## config.mk

```make
export PLATFORM = sky130hd
export DESIGN_NAME = replicate_border_pad
export DESIGN_NICKNAME = d
export VERILOG_FILES = /design/src/sv/rbp_pkg.sv /design/src/sv/replicate_border_pad.sv /design/src/sv/rbp_front.sv /design/src/sv/rbp_queue.sv /design/src/sv/rbp_back.sv
export SDC_FILE = /design/constraint.sdc
export NUM_CORES = 1
export LEC_CHECK = 0
export ABC_AREA = 1
export BUFFER_PORTS_ARGS = -buffer_cell sky130_fd_sc_hd__buf_2
export CAP_MARGIN = 20
export CORE_UTILIZATION = 35
export CTS_CLUSTER_DIAMETER = 60
export CTS_CLUSTER_SIZE = 8
export DETAILED_ROUTE_END_ITERATION = 10
export PLACE_DENSITY = 0.57
export SLEW_MARGIN = 20
export SYNTH_ARGS = -nofsm -noshare
export SYNTH_HDL_FRONTEND = slang
export SYNTH_SLANG_ARGS = --single-unit
```

## constraint.sdc

```tcl
create_clock -name clk -period 4.99 [get_ports clk]
set_clock_uncertainty 0.05 [all_clocks]
set_input_delay 0.7485 -clock clk [delete_from_list [all_inputs] [get_ports clk]]
set_output_delay 0.7485 -clock clk [all_outputs]
set_load 0.02 [all_outputs]
```

## src/sv/rbp_pkg.sv

```systemverilog
// Shared constants and types for the replicate border pad block.
package rbp_pkg;

	localparam int CFG_W          = 13;
	localparam int PAD_W          = 3;
	localparam int COORD_W        = 13;
	localparam int IDX_W          = 2;
	localparam int MAX_DIM_DEF    = 4096;
	localparam int PAD_MAX_DEF    = 7;
	localparam int PIXEL_BITS_DEF = 32;
	localparam int MAX_RESULTS    = 64;
	localparam int CNT_W          = $clog2(MAX_RESULTS);
	localparam int QUEUE_DEPTH    = 4;

	localparam logic [IDX_W-1:0] REG_SRC_WIDTH  = 2'd0;
	localparam logic [IDX_W-1:0] REG_SRC_HEIGHT = 2'd1;
	localparam logic [IDX_W-1:0] REG_PAD_SIZE   = 2'd2;

	localparam logic [CFG_W-1:0] SRC_WIDTH_RST  = 13'd64;
	localparam logic [CFG_W-1:0] SRC_HEIGHT_RST = 13'd64;
	localparam logic [PAD_W-1:0] PAD_SIZE_RST   = 3'd1;

	typedef logic [COORD_W-1:0] coord_t;

	typedef struct packed {
		coord_t x_lo;
		coord_t x_hi;
		coord_t y_lo;
		coord_t y_hi;
	} span_t;

endpackage

```

## src/sv/replicate_border_pad.sv

```systemverilog
// Top level: configuration registers and the front, queue and back ends of the border pad.
// Path of a pixel: span queue, then the back end's span register, then the result register.
// Throughput: one result beat per cycle unless stalled; an inner pixel gives 1 result,
// edge pixels pad_size+1 and corner pixels up to 64 as the back end walks each span.
// A 4-entry span queue lets pixels keep arriving while a border run is being written out.
// Reset: width and height 64, pad 1, position counters at zero, queue and outputs empty.
module replicate_border_pad import rbp_pkg::*; #(
	parameter int MAX_DIM    = MAX_DIM_DEF,
	parameter int PAD_MAX    = PAD_MAX_DEF,
	parameter int PIXEL_BITS = PIXEL_BITS_DEF
) (
	input  logic                  clk,
	input  logic                  arst_n,
	input  logic                  cfg_we,
	input  logic [IDX_W-1:0]      cfg_index,
	input  logic [CFG_W-1:0]      cfg_data,
	input  logic                  pixel_valid,
	output logic                  pixel_stall,
	input  logic [PIXEL_BITS-1:0] pixel_value,
	output logic                  result_valid,
	input  logic                  result_stall,
	output logic [COORD_W-1:0]    out_x,
	output logic [COORD_W-1:0]    out_y,
	output logic [PIXEL_BITS-1:0] out_value,
	output logic                  last_of_run
);

	localparam int QW = $bits(span_t) + PIXEL_BITS;

	logic [CFG_W-1:0]      src_width_q;
	logic [CFG_W-1:0]      src_height_q;
	logic [PAD_W-1:0]      pad_size_q;
	logic                  push;
	span_t                 push_span;
	logic [PIXEL_BITS-1:0] push_value;
	logic                  queue_full;
	logic                  head_valid;
	logic [QW-1:0]         head_data;
	span_t                 head_span;
	logic [PIXEL_BITS-1:0] head_value;
	logic                  pop;

	always_ff @(posedge clk or negedge arst_n) begin
		if (!arst_n) begin
			src_width_q  <= SRC_WIDTH_RST;
			src_height_q <= SRC_HEIGHT_RST;
			pad_size_q   <= PAD_SIZE_RST;
		end else if (cfg_we) begin
			unique case (cfg_index)
				REG_SRC_WIDTH:  src_width_q  <= cfg_data;
				REG_SRC_HEIGHT: src_height_q <= cfg_data;
				REG_PAD_SIZE:   pad_size_q   <= cfg_data[PAD_W-1:0];
				default:        ;
			endcase
		end
	end

	rbp_front #(
		.MAX_DIM    (MAX_DIM),
		.PAD_MAX    (PAD_MAX),
		.PIXEL_BITS (PIXEL_BITS)
	) u_front (
		.clk         (clk),
		.arst_n      (arst_n),
		.src_width   (src_width_q),
		.src_height  (src_height_q),
		.pad_size    (pad_size_q),
		.pixel_valid (pixel_valid),
		.pixel_value (pixel_value),
		.queue_full  (queue_full),
		.pixel_stall (pixel_stall),
		.push        (push),
		.push_span   (push_span),
		.push_value  (push_value)
	);

	rbp_queue #(
		.WIDTH (QW)
	) u_queue (
		.clk        (clk),
		.arst_n     (arst_n),
		.push       (push),
		.push_data  ({push_span, push_value}),
		.pop        (pop),
		.head_data  (head_data),
		.head_valid (head_valid),
		.full       (queue_full)
	);

	assign head_span  = head_data[QW-1:PIXEL_BITS];
	assign head_value = head_data[PIXEL_BITS-1:0];

	rbp_back #(
		.PIXEL_BITS (PIXEL_BITS)
	) u_back (
		.clk          (clk),
		.arst_n       (arst_n),
		.head_valid   (head_valid),
		.head_span    (head_span),
		.head_value   (head_value),
		.pop          (pop),
		.result_valid (result_valid),
		.result_stall (result_stall),
		.out_x        (out_x),
		.out_y        (out_y),
		.out_value    (out_value),
		.last_of_run  (last_of_run)
	);

endmodule

```

## src/sv/rbp_front.sv

```systemverilog
// Front end: tracks the source position and classifies each pixel into an output span.
module rbp_front import rbp_pkg::*; #(
	parameter int MAX_DIM    = MAX_DIM_DEF,
	parameter int PAD_MAX    = PAD_MAX_DEF,
	parameter int PIXEL_BITS = PIXEL_BITS_DEF
) (
	input  logic                  clk,
	input  logic                  arst_n,
	input  logic [CFG_W-1:0]      src_width,
	input  logic [CFG_W-1:0]      src_height,
	input  logic [PAD_W-1:0]      pad_size,
	input  logic                  pixel_valid,
	input  logic [PIXEL_BITS-1:0] pixel_value,
	input  logic                  queue_full,
	output logic                  pixel_stall,
	output logic                  push,
	output span_t                 push_span,
	output logic [PIXEL_BITS-1:0] push_value
);

	localparam int POS_W = (MAX_DIM > 1) ? $clog2(MAX_DIM) : 1;
	localparam int CMP_W = (POS_W + 1 > CFG_W) ? POS_W + 1 : CFG_W;

	logic [POS_W-1:0] col_q;
	logic [POS_W-1:0] row_q;
	logic [CMP_W-1:0] w_eff;
	logic [CMP_W-1:0] h_eff;
	logic [PAD_W-1:0] p_eff;
	logic             last_col;
	logic             last_row;
	coord_t           col_c;
	coord_t           row_c;
	coord_t           pad_c;

	always_comb begin
		if (src_width == '0) begin
			w_eff = CMP_W'(1);
		end else if (CMP_W'(src_width) > CMP_W'(MAX_DIM)) begin
			w_eff = CMP_W'(MAX_DIM);
		end else begin
			w_eff = CMP_W'(src_width);
		end
		if (src_height == '0) begin
			h_eff = CMP_W'(1);
		end else if (CMP_W'(src_height) > CMP_W'(MAX_DIM)) begin
			h_eff = CMP_W'(MAX_DIM);
		end else begin
			h_eff = CMP_W'(src_height);
		end
		p_eff = (pad_size > PAD_W'(PAD_MAX)) ? PAD_W'(PAD_MAX) : pad_size;
	end

	assign last_col = CMP_W'(col_q) >= (w_eff - CMP_W'(1));
	assign last_row = CMP_W'(row_q) >= (h_eff - CMP_W'(1));
	assign col_c    = coord_t'(col_q);
	assign row_c    = coord_t'(row_q);
	assign pad_c    = coord_t'(p_eff);

	always_comb begin
		push_span.x_lo = (col_q == '0) ? '0 : col_c + pad_c;
		push_span.x_hi = last_col ? col_c + (pad_c << 1) : col_c + pad_c;
		push_span.y_lo = (row_q == '0) ? '0 : row_c + pad_c;
		push_span.y_hi = last_row ? row_c + (pad_c << 1) : row_c + pad_c;
	end

	assign pixel_stall = queue_full;
	assign push        = pixel_valid && !queue_full;
	assign push_value  = pixel_value;

	always_ff @(posedge clk or negedge arst_n) begin
		if (!arst_n) begin
			col_q <= '0;
			row_q <= '0;
		end else if (push) begin
			if (last_col) begin
				col_q <= '0;
				row_q <= last_row ? '0 : row_q + POS_W'(1);
			end else begin
				col_q <= col_q + POS_W'(1);
			end
		end
	end

endmodule

```

## src/sv/rbp_queue.sv

```systemverilog
// Short queue of classified spans between the front and back ends.
module rbp_queue import rbp_pkg::*; #(
	parameter int WIDTH = $bits(span_t) + PIXEL_BITS_DEF
) (
	input  logic             clk,
	input  logic             arst_n,
	input  logic             push,
	input  logic [WIDTH-1:0] push_data,
	input  logic             pop,
	output logic [WIDTH-1:0] head_data,
	output logic             head_valid,
	output logic             full
);

	localparam int PTR_W = $clog2(QUEUE_DEPTH);

	logic [WIDTH-1:0] mem_q [QUEUE_DEPTH];
	logic [PTR_W-1:0] wr_ptr_q;
	logic [PTR_W-1:0] rd_ptr_q;
	logic [PTR_W:0]   count_q;
	logic             do_push;
	logic             do_pop;

	assign full       = count_q == (PTR_W + 1)'(QUEUE_DEPTH);
	assign head_valid = count_q != '0;
	assign head_data  = mem_q[rd_ptr_q];
	assign do_push    = push && !full;
	assign do_pop     = pop && head_valid;

	always_ff @(posedge clk) begin
		if (do_push) begin
			mem_q[wr_ptr_q] <= push_data;
		end
	end

	always_ff @(posedge clk or negedge arst_n) begin
		if (!arst_n) begin
			wr_ptr_q <= '0;
			rd_ptr_q <= '0;
			count_q  <= '0;
		end else begin
			if (do_push) begin
				wr_ptr_q <= wr_ptr_q + PTR_W'(1);
			end
			if (do_pop) begin
				rd_ptr_q <= rd_ptr_q + PTR_W'(1);
			end
			unique case ({do_push, do_pop})
				2'b10:   count_q <= count_q + (PTR_W + 1)'(1);
				2'b01:   count_q <= count_q - (PTR_W + 1)'(1);
				default: count_q <= count_q;
			endcase
		end
	end

endmodule

```

## src/sv/rbp_back.sv

```systemverilog
// Back end: walks each span row by row and drives the result register.
module rbp_back import rbp_pkg::*; #(
	parameter int PIXEL_BITS = PIXEL_BITS_DEF
) (
	input  logic                  clk,
	input  logic                  arst_n,
	input  logic                  head_valid,
	input  span_t                 head_span,
	input  logic [PIXEL_BITS-1:0] head_value,
	output logic                  pop,
	output logic                  result_valid,
	input  logic                  result_stall,
	output logic [COORD_W-1:0]    out_x,
	output logic [COORD_W-1:0]    out_y,
	output logic [PIXEL_BITS-1:0] out_value,
	output logic                  last_of_run
);

	logic                  cur_valid_q;
	span_t                 cur_span_q;
	logic [PIXEL_BITS-1:0] cur_value_q;
	coord_t                cur_x_q;
	coord_t                cur_y_q;
	logic [CNT_W-1:0]      cnt_q;
	logic                  result_valid_q;
	coord_t                out_x_q;
	coord_t                out_y_q;
	logic [PIXEL_BITS-1:0] out_value_q;
	logic                  last_q;
	logic                  emit;
	logic                  emit_last;
	logic                  row_end;

	assign emit      = cur_valid_q && (!result_valid_q || !result_stall);
	assign row_end   = cur_x_q == cur_span_q.x_hi;
	assign emit_last = (row_end && cur_y_q == cur_span_q.y_hi)
	                || (cnt_q == CNT_W'(MAX_RESULTS - 1));
	assign pop       = head_valid && (!cur_valid_q || (emit && emit_last));

	always_ff @(posedge clk or negedge arst_n) begin
		if (!arst_n) begin
			cur_valid_q    <= 1'b0;
			cnt_q          <= '0;
			result_valid_q <= 1'b0;
		end else begin
			if (pop) begin
				cur_valid_q <= 1'b1;
			end else if (emit && emit_last) begin
				cur_valid_q <= 1'b0;
			end
			if (pop || (emit && emit_last)) begin
				cnt_q <= '0;
			end else if (emit) begin
				cnt_q <= cnt_q + CNT_W'(1);
			end
			if (emit) begin
				result_valid_q <= 1'b1;
			end else if (!result_stall) begin
				result_valid_q <= 1'b0;
			end
		end
	end

	always_ff @(posedge clk) begin
		if (pop) begin
			cur_span_q  <= head_span;
			cur_value_q <= head_value;
			cur_x_q     <= head_span.x_lo;
			cur_y_q     <= head_span.y_lo;
		end else if (emit) begin
			if (row_end) begin
				cur_x_q <= cur_span_q.x_lo;
				cur_y_q <= cur_y_q + COORD_W'(1);
			end else begin
				cur_x_q <= cur_x_q + COORD_W'(1);
			end
		end
		if (emit) begin
			out_x_q     <= cur_x_q;
			out_y_q     <= cur_y_q;
			out_value_q <= cur_value_q;
			last_q      <= emit_last;
		end
	end

	assign result_valid = result_valid_q;
	assign out_x        = out_x_q;
	assign out_y        = out_y_q;
	assign out_value    = out_value_q;
	assign last_of_run  = last_q;

	a_last_clears_count: assert property (@(posedge clk) disable iff (!arst_n)
		(emit && emit_last) |=> (cnt_q == '0))
		else $error("run count not cleared after last beat");

	a_load_starts_corner: assert property (@(posedge clk) disable iff (!arst_n)
		pop |=> (cur_x_q == $past(head_span.x_lo) && cur_y_q == $past(head_span.y_lo)))
		else $error("span not started at its first position");

	a_no_pop_midrun: assert property (@(posedge clk) disable iff (!arst_n)
		(cur_valid_q && !(emit && emit_last)) |-> !pop)
		else $error("span loaded while a run is in progress");

endmodule
```

==> metrics.yaml, run 1 <==
timing:
  max_freq_ghz: 0.237
  setup_viol: 0
  fin_ws_ns: 0.763
  setup_tns_ns: 0
  hold_slack_ns: 0.256
  rsz0062_at_grt: "false"
  fin_crit_sh: 0.847
  finalCriticalPeriod_ns: 4.23
  worst_pin_slew_ns: 1.05
  hold_viol_final: 0
  slew_headroom: 0.298
  maxSlewViolCount: 0
route:
  wire_per_inst_um: 17.0
  dr.pass1.iters: 6
  drc_errors: 0
  drt-vias-per-instance: 4.88
  antenna_left: 0
  drt_iter0_markers: 1116
  vias: 15400
  wl_um: 53700
synthesis:
  ys_seq_area_frac: 0.680
  synth.distinct_cells: 48
  synth_cells: 2061
  ys_seq_elements: 560
  syn_area_per_cell_um2: 11.8
  syn-num-nets: 2168
  synth_area_um2: 24200
  yosysWarnings: 0
worst_setup_path:
  crit_type: "reg -> reg"
  cp_num_buf_inv: 3
  crit_required_ns: 5.48
  critPathArrivalTime_ns: 4.72
  cp-start-kind: "flip-flop"
  cp_common_cell: "nand2_1"
  cpPeakStageDelay_ns: 0.56
  worst-path-max-fanout: 22
  crit_family: "simple AND/OR/NAND/NOR gates"
  crit_slowest_cell: "dfstp_2"
  cp-end-kind: "flip-flop"
floorplan:
  dieArea_um2: 70200
  die_w_um: 265
  core_um2: 68600
  die_y_um: 265
  num_rows: 96
  io_pins: 113
  initial_utilization: 0.353
grt:
  overflow: 0
  antenna_found_initial: 0
  grt_max_degree: 85
  grt_pass1_vias: 15300
  grt.total_usage: 0.152
  grt_pass1_wl_um: 84200
clock_network:
  cts_buffer_depth: 3
  cts_setup_buffers: 0
  cts_tree: "built"
  cts_buffers: 81
  clk_pin_slew_ns: 0.05
  cts_sinks: 560
  insertion_delay_ns: 0.61
  h-tree-depth: 3
  cts-root-buf: "clkbuf_16"
  postCtsResizedCells: 0
  holdBufCountCts: 0
power:
  powerDensity_nw_per_um2: 509
  vdd_drop_max_uv: 216
  p_leak_nw: 10.6
status:
  outcome: "finished, final reports clean"
cells_and_area:
  drive_gt1_frac: 0.126
  n_fill_cell: 6418
  layout.nets: 2299
  syn_to_final_growth_pct: 15.9
  diodes: 0
flow_run:
  cap_violations: 0
placed_design:
  place.detailed.hpwl_um: 32900
  place_congestion: 0.849
  io_buffers: 112
  pre_cts_ws_ns: 0.798
hold_path:
  min_path_type: "in -> async"
-- kinds of logic after synthesis --
family	after synthesis	synth area share
and+or+nand+nor	731	0.125
DFF	560	0.680
AOI/OAI and AO/OA	374	0.0880
buffers and inverters	240	0.0401
xor gates and xnor gates	101	0.0365
adders and majority gates	55	0.0300
-- registers in the layout (all words and copies together) (netlist names) --
signal and flops:
pad_size_q 3, src_height_q 13, src_width_q 13, u_back.cnt_q 6, u_back.cur_span_q 39, u_back.cur_valid_q 1
u_back.cur_value_q 32, u_back.cur_x_q 13, u_back.cur_y_q 13, u_back.last_of_run 1, u_back.out_value 32, u_back.out_x 13
u_back.out_y 13, u_back.result_valid 1, u_front.col_q 12, u_front.row_q 12, u_queue.count_q 3, u_queue.mem_q 336
u_queue.rd_ptr_q 2, u_queue.wr_ptr_q 2
-- Yosys cell counts, drive strengths merged --
cell       n  area [um^2]
clkbuf    62          233
or2        6         37.5
o41ai      1         8.76
nor3      18          106
edfxtp   492        14800
fa         5          100
nor2     235          895
a21oi     29          145
nand4     13         87.6
a22o       1         8.76
o21a       1         7.51
a32o      13          130
nor4       1         6.26
clkinv     4         15.0
inv      152          571
nor3b      2         15.0
o21ai    245         1290
o22ai     73          457
nand3b     2         15.0
dfrtp     65         1630
dfstp      3         78.8
nand3     88          445
xnor2     32          280
and2       2         12.5
o211ai     1         7.51
a31oi      4         25.0
buf       22          154
o31ai      1         7.51
o2111ai    5         43.8
nand2    364         1400
xor2      69          604
ha        50          626
-- stage by stage --
stage          std cells  power (mW)  area [um^2]   util
2_1_floorplan       2061        8.54        24200      -
3_3_place_gp        3040        9.35        25800  0.376
3_5_place_dp        3040        9.46        25800  0.376
4_1_cts             3158        14.5        28100  0.409
5_1_grt             3158        15.0        28100  0.409
6_report            3158        14.3        28100  0.409
-- cell usage in the layout, fill, tap and decap left out, types with 6 or more instances in the layout --
| master | Yosys | routed |
|---|---|---|
| a21oi_1 | 29 | 29 |
| a32o_1 | 13 | 13 |
| buf_2 | 6 | 111 |
| buf_4 | 5 | 19 |
| clkbuf_1 | 62 | 25 |
| clkbuf_16 | 0 | 84 |
| dfrtp_1 | 65 | 63 |
| edfxtp_1 | 492 | 492 |
| ha_1 | 50 | 50 |
| inv_1 | 144 | 142 |
| inv_2 | 8 | 8 |
| nand2_1 | 355 | 355 |
| nand2_2 | 6 | 6 |
| nand3_1 | 87 | 87 |
| nand4_1 | 12 | 12 |
| nor2_1 | 232 | 228 |
| nor3_1 | 16 | 16 |
| o21ai_0 | 212 | 211 |
| o21ai_1 | 18 | 19 |
| o21ai_2 | 14 | 14 |
| o22ai_1 | 73 | 73 |
| xnor2_1 | 32 | 32 |
| xor2_1 | 69 | 69 |
-- routing by layer --
layer	track usage	routed length [um]
met5	0	0
met2	0.256	25700
met3	0.0250	2360
met1	0.200	24500
met4	0.0525	1130
-- worst paths after layout --
kind	end	slack, ns	from	depth (start not counted)
min in group clk	u_queue.mem_q[0][15]	0.30	pixel_value[15]	1
min reg2reg	u_back.out_value[29]	0.36	u_back.cur_value_q[29]	0
max in group asynchronous	u_queue.rd_ptr_q[0]	3.90	arst_n	1
min	u_front.row_q[4]	0.26	arst_n	1
max reg2reg	u_front.col_q[9]	0.76	src_width_q[6]	25
max	u_front.col_q[9]	0.76	src_width_q[6]	25
-- where the power goes --
part	total (mW)	switching (mW)	internal [mW]
Clock	4.95	1.90	3.05
Sequential	6.63	0.390	6.24
Combinational	2.71	1.91	0.799
Total	14.3	4.20	10.1
-- layout make-up --
type,instances,area (um^2),area share
repair buffers,132,738,0.0263
clock inverters,8,86.3,0.00308
clock buffers,110,2210,0.0787
flip-flops and latches,560,16500,0.587
inverters,156,593,0.0211
multi-input cells,1261,6800,0.242
well taps,931,1160,0.0415
No activity file was read; power rests on OpenSTA's default activity.
==> run 2, diff against run 1 <==
--- a/config.mk
+++ b/config.mk
@@ -12,7 +12,7 @@
 export CTS_CLUSTER_DIAMETER = 60
 export CTS_CLUSTER_SIZE = 8
 export DETAILED_ROUTE_END_ITERATION = 10
-export PLACE_DENSITY = 0.57
+export PLACE_DENSITY = 0.55
 export SLEW_MARGIN = 20
 export SYNTH_ARGS = -nofsm -noshare
 export SYNTH_HDL_FRONTEND = slang
==> constraint.sdc (replaced) <==
create_clock -name clk -period 4.4 [get_ports clk]
set_clock_uncertainty 0.05 [all_clocks]
set_input_delay 0.66 -clock clk [delete_from_list [all_inputs] [get_ports clk]]
set_output_delay 0.66 -clock clk [all_outputs]
set_load 0.02 [all_outputs]
==> metrics.yaml, run 2 (same netlist as run 1, synthesis figures left out) <==
floorplan:
  num_rows: 96  # unchanged
  die_w_um: 265  # unchanged
  io_pins: 113  # unchanged
  dieArea_um2: 70200  # unchanged
  core_um2: 68600  # unchanged
  initial_utilization: 0.353  # unchanged
  die_y_um: 265  # unchanged
placed_design:
  place.detailed.hpwl_um: 32900  # +0.11%
  io_buffers: 112  # unchanged
  place_congestion: 0.805  # -5.2%
  placed_area_um2: 25800  # +0.27%
clock_network:
  cts_buffers: 80  # -1.2%
  h-tree-depth: 3  # unchanged
  cts_buffer_depth: 3  # unchanged
  clk_pin_slew_ns: 0.05  # about the same
  postCtsResizedCells: 0  # unchanged
  cts_sinks: 560  # unchanged
  insertion_delay_ns: 0.62  # about the same
  cts_setup_buffers: 0  # unchanged
  cts_tree: "built"
  cts-root-buf: "clkbuf_16"
  holdBufCountCts: 0  # unchanged
cells_and_area:
  drive_gt1_frac: 0.127  # +0.00101
  top_register: "u_queue.mem_q"
  largest_reg_flops: 336  # unchanged
  reg_top3: "u_queue.mem_q x336, u_back.cur_span_q x39"
  syn_to_final_growth_pct: 16.2
  layout.nets: 2303  # +0.17%
  final_common_cell: "edfxtp_1"
  mostFrequentLayoutCells: "edfxtp_1 (492), nand2_1 (354), nor2_1 (228), o21ai_0 (211), inv_1 (142)"
  design_area_um2: 28100  # +0.23%
  fin_util: 0.410  # +0.000930
  diodes: 0  # unchanged
route:
  dr.pass1.iters: 5  # -1
  wire_per_inst_um: 17.1  # +0.44%
  drt_iter0_markers: 985  # -12%
  antenna_left: 0  # unchanged
  drc_errors: 0  # unchanged
  drt-vias-per-instance: 4.83  # -1.1%
  wl_um: 54000  # +0.63%
  vias: 15300  # -0.90%
worst_setup_path:
  crit_required_ns: 4.68  # -0.80 ns
  cpPeakStageDelay_ns: 0.56  # about the same
  worst-path-max-fanout: 17  # -23%
  crit_start: "src_width_q[6]"
  cp_common_cell: "nand2_1"
  cp-start-kind: "flip-flop"
  crit_type: "reg -> reg"
  critPathArrivalTime_ns: 4.17  # -0.55 ns
  crit_slowest_cell: "dfstp_2"
  cp-end-kind: "flip-flop"
  reg2reg_from: "src_width_q[6]"
  crit_chain: "nor2_1 -> nand2_1 -> nor2_1 -> nand3_1 -> nor2_1 -> o21ai_0 -> ha_1 -> nand2_1 -> inv_1 -> nand3_1 -> xor2_1 -> ha_1 -> nand2_1 -> inv_1 -> nand3_1 -> nor2_1 -> nor2_1 -> nand2_1 -> nand2_1 -> nand2_1 -> nand2_1 -> nand2_1 -> nand2_2 -> o21ai_0"
grt:
  antenna_found_initial: 0  # unchanged
  overflow: 0  # unchanged
  grt_max_degree: 85  # unchanged
  grt.total_usage: 0.154  # +0.00209
  grt_pass1_vias: 15200  # -0.34%
  grt_pass1_wl_um: 85100  # +1.1%
timing:
  rsz0062_at_grt: "false"
  max_freq_ghz: 0.257  # +8.8%
  fin_crit_sh: 0.883  # +0.0359
  finalCriticalPeriod_ns: 3.88  # -0.342 ns
  setup_tns_ns: 0  # unchanged
  hold_viol_final: 0  # unchanged
  slew_headroom: 0.347  # +0.0488
  worst_pin_slew_ns: 0.979  # -0.0733 ns
  hold_slack_ns: 0.185  # -0.0705 ns
  maxSlewViolCount: 0  # unchanged
  setup_viol: 0  # unchanged
status:
  outcome: "finished, final reports clean"
power:
  power_mw: 16.2  # +13%
  vdd_drop_max_uv: 289  # +34%
  powerDensity_nw_per_um2: 575  # +13%
  p_leak_nw: 10.6  # +0.10%
hold_path:
  min_path_type: "in -> async"
flow_run:
  cap_violations: 0  # unchanged
[run 2: cell type report]
| type | instances | area [um^2] |
|---|---|---|
| fill | 6420 | 40400 |
| sequential | 560 | 16500 |
| multi-input combinational | 1262 | 6830 |
| clock buffer | 113 | 2150 |
| tap | 931 | 1160 |
| timing repair buffer | 136 | 806 |
| inverter | 156 | 593 |
| clock inverter | 6 | 111 |
[run 2: path summary, 6_finish.rpt]
| kind | endpoint | slack (ns) | depth (start not counted) |
|---|---|---|---|
| min in group clk | u_queue.mem_q[2][1] | 0.21 | 1 |
| worst max-delay path | u_queue.mem_q[0][63] | 0.52 | 24 |
| worst min register to register | u_back.out_value[14] | 0.36 | 0 |
| worst min-delay path | u_queue.rd_ptr_q[0] | 0.19 | 1 |
| worst max register to register | u_queue.mem_q[0][63] | 0.52 | 24 |
| max in group asynchronous | u_queue.rd_ptr_q[0] | 3.41 | 1 |
[run 2: critical path, delay by kind of cell (launching register included)]
family,cells,cell delay [ns]
AO/OA/AOI/OAI,2,0.83
XOR/XNOR,1,0.17
flip-flops,1,0.56
AND/OR/NAND/NOR,17,1.24
adder cells (fa/ha/maj),2,0.59
buffers and inverters,2,0.15
[run 2: per-layer routing]
metal  vias up  share of wire  global-route usage
met1      7442           0.46               0.205
met4         0          0.015              0.0430
li1       7482              -                   -
met3        73          0.040              0.0260
met5         -              0                   0
met2       278           0.48               0.261
[run 2: metrics by stage]
| step | cells | worst slack, ns |
|---|---|---|
| detailed placement | 3044 | 0.248 |
| finish | 3164 | 0.515 |
| global route | 3164 | 0.0349 |
| floorplan | 2061 | -0.484 |
| global placement | 3044 | 0.422 |
| CTS | 3163 | 0.231 |
[run 2: power by group]
group          leakage (nW)  internal, mW  switching, mW
Sequential             5.39          7.08          0.426
Combinational          4.15         0.922           2.17
Clock                  1.09          3.41           2.16
==> run 3, diff against run 2 <==
--- a/config.mk
+++ b/config.mk
@@ -12,6 +12,7 @@
 export CTS_CLUSTER_DIAMETER = 60
 export CTS_CLUSTER_SIZE = 8
 export DETAILED_ROUTE_END_ITERATION = 10
+export GPL_TIMING_DRIVEN = 0
 export PLACE_DENSITY = 0.55
 export SLEW_MARGIN = 20
 export SYNTH_ARGS = -nofsm -noshare
==> metrics.yaml, run 3 (same netlist as run 1, synthesis figures left out) <==
route:
  wire_per_inst_um: 17.9  # +5.0%
  drc_errors: 0  # unchanged
  drt-vias-per-instance: 4.88  # +1.1%
  dr.pass1.iters: 5  # unchanged
  vias: 15800  # +3.7%
  drt_iter0_markers: 1086  # +10%
  wl_um: 58200  # +7.7%
  antenna_left: 0  # unchanged
clock_network:
  cts-root-buf: "clkbuf_16"
  h-tree-depth: 3  # unchanged
  cts_buffers: 81  # +1.3%
  cts_setup_buffers: 0  # unchanged
  insertion_delay_ns: 0.62  # about the same
  cts_sinks: 560  # unchanged
  cts_tree: "built"
  clk_pin_slew_ns: 0.05  # about the same
  cts_buffer_depth: 3  # unchanged
grt:
  antenna_found_initial: 0  # unchanged
  overflow: 0  # unchanged
  grt_max_degree: 67  # -21%
  grt.total_usage: 0.166  # +0.0118
  grt_pass1_vias: 15900  # +4.8%
  grt_pass1_wl_um: 89900  # +5.7%
floorplan:
  die_y_um: 265  # unchanged
  dieArea_um2: 70200  # unchanged
  die_w_um: 265  # unchanged
  initial_utilization: 0.353  # unchanged
  core_um2: 68600  # unchanged
  io_pins: 113  # unchanged
  num_rows: 96  # unchanged
timing:
  fin_ws_ns: 0.472  # -0.0428 ns
  hold_viol_final: 0  # unchanged
  finalCriticalPeriod_ns: 3.93  # +0.0428 ns
  maxSlewViolCount: 0  # unchanged
  setup_viol: 0  # unchanged
  rsz0062_at_grt: "false"
  fin_crit_sh: 0.893  # +0.00973
  worst_pin_slew_ns: 0.919  # -0.0604 ns
  slew_headroom: 0.387  # +0.0402
  hold_slack_ns: 0.208  # +0.0227 ns
  max_freq_ghz: 0.255  # -1.1%
worst_setup_path:
  worst-path-max-fanout: 10  # -7
  reg2reg_from: "src_height_q[6]"
  cp-end-kind: "flip-flop"
  r2r_cells: 28  # +17%
  cp_num_buf_inv: 3  # +1
  critPathArrivalTime_ns: 4.26  # +0.09 ns
  cp_common_cell: "nand2_1"
  cp_num_cells: 28  # +17%
  cp-start-kind: "flip-flop"
  crit_family: "simple AND/OR/NAND/NOR gates"
  crit_start: "src_height_q[6]"
  crit_type: "reg -> reg"
  crit_slowest_cell: "dfstp_2"
  crit_required_ns: 4.73  # +0.05 ns
  cpPeakStageDelay_ns: 0.56  # about the same
cells_and_area:
  reg_top3: "u_queue.mem_q x336, u_back.cur_span_q x39"
  diodes: 0  # unchanged
  largest_reg_flops: 336  # unchanged
  syn_to_final_growth_pct: 18.8
  fin_util: 0.419  # +0.00912
  regArea_um2: 16500  # about the same
  n_fill_cell: 6370  # -0.78%
  drive_gt1_frac: 0.128  # +0.00107
  design_area_um2: 28800  # +2.2%
  multi_input_area_um2: 6810  # -0.29%
  final_common_cell: "edfxtp_1"
  top_register: "u_queue.mem_q"
  layout.nets: 2385  # +3.6%
  mostFrequentLayoutCells: "edfxtp_1 (492), nand2_1 (355), nor2_1 (228), o21ai_0 (208), inv_1 (143)"
flow_run:
  cap_violations: 0  # unchanged
power:
  powerDensity_nw_per_um2: 575  # about the same
  vdd_drop_max_uv: 294  # +1.8%
  power_mw: 16.5  # +2.3%
  p_leak_nw: 10.9  # +2.2%
placed_design:
  pre_cts_ws_ns: 0.126  # -0.122 ns
  io_buffers: 112  # unchanged
  placed_area_um2: 26500  # +2.4%
  place_congestion: 0.876  # +8.8%
  place.detailed.hpwl_um: 40000  # +22%
hold_path:
  min_path_cells: 1
  min_path_type: "in -> reg"
  min-delay-start: "pixel_value[23]"
status:
  outcome: "finished, final reports clean"
[run 3: cell type report]
cell class                 count  share of cell area
clock buffer                 112              0.0760
multi-input combinational   1261               0.237
timing repair buffer         134              0.0363
clock inverter                 9             0.00335
sequential                   560               0.573
inverter                     156              0.0207
buffer                        84              0.0134
tap                          931              0.0405
[run 3: power breakdown]
part	switching, mW	internal (mW)
sequential	0.390	7.07
clock	2.21	3.42
combinational	2.36	1.09
total	4.95	11.6
[run 3: per-layer routing]
metal / vias up / GRT usage / wire, um / part of all wire
li1: 7659 / - / - / -
met1: 7699 / 0.212 / 25500 / 0.44
met2: 395 / 0.286 / 28600 / 0.49
met3: 92 / 0.0278 / 2820 / 0.048
met4: 0 / 0.0562 / 1240 / 0.021
met5: - / 0 / 0 / 0
[run 3: timing repair]
item / 4_1_cts / 5_1_grt
endpoints found under the setup margin: 0 / 32
resized for setup: 0 / 6
hold buffers: 1 / 0
endpoints found under the hold margin: 30 / 0
[run 3: path summary, 6_finish.rpt]
kind	to	slack, ns
setup / recovery	u_queue.mem_q[0][38]	0.47
min in group asynchronous	src_width_q[8]	0.51
max in group asynchronous	pad_size_q[0]	3.16
hold / removal	u_queue.mem_q[0][23]	0.21
hold reg to reg	u_back.out_value[20]	0.36
setup reg to reg	u_queue.mem_q[0][38]	0.47
[run 3: stage by stage]
stage	TNS [ns]	std cells
4_1_cts	0	3247
2_1_floorplan	-162.52	2061
3_3_place_gp	-1393.87	3104
3_5_place_dp	0	3125
5_1_grt	0	3247
6_report	0	3247
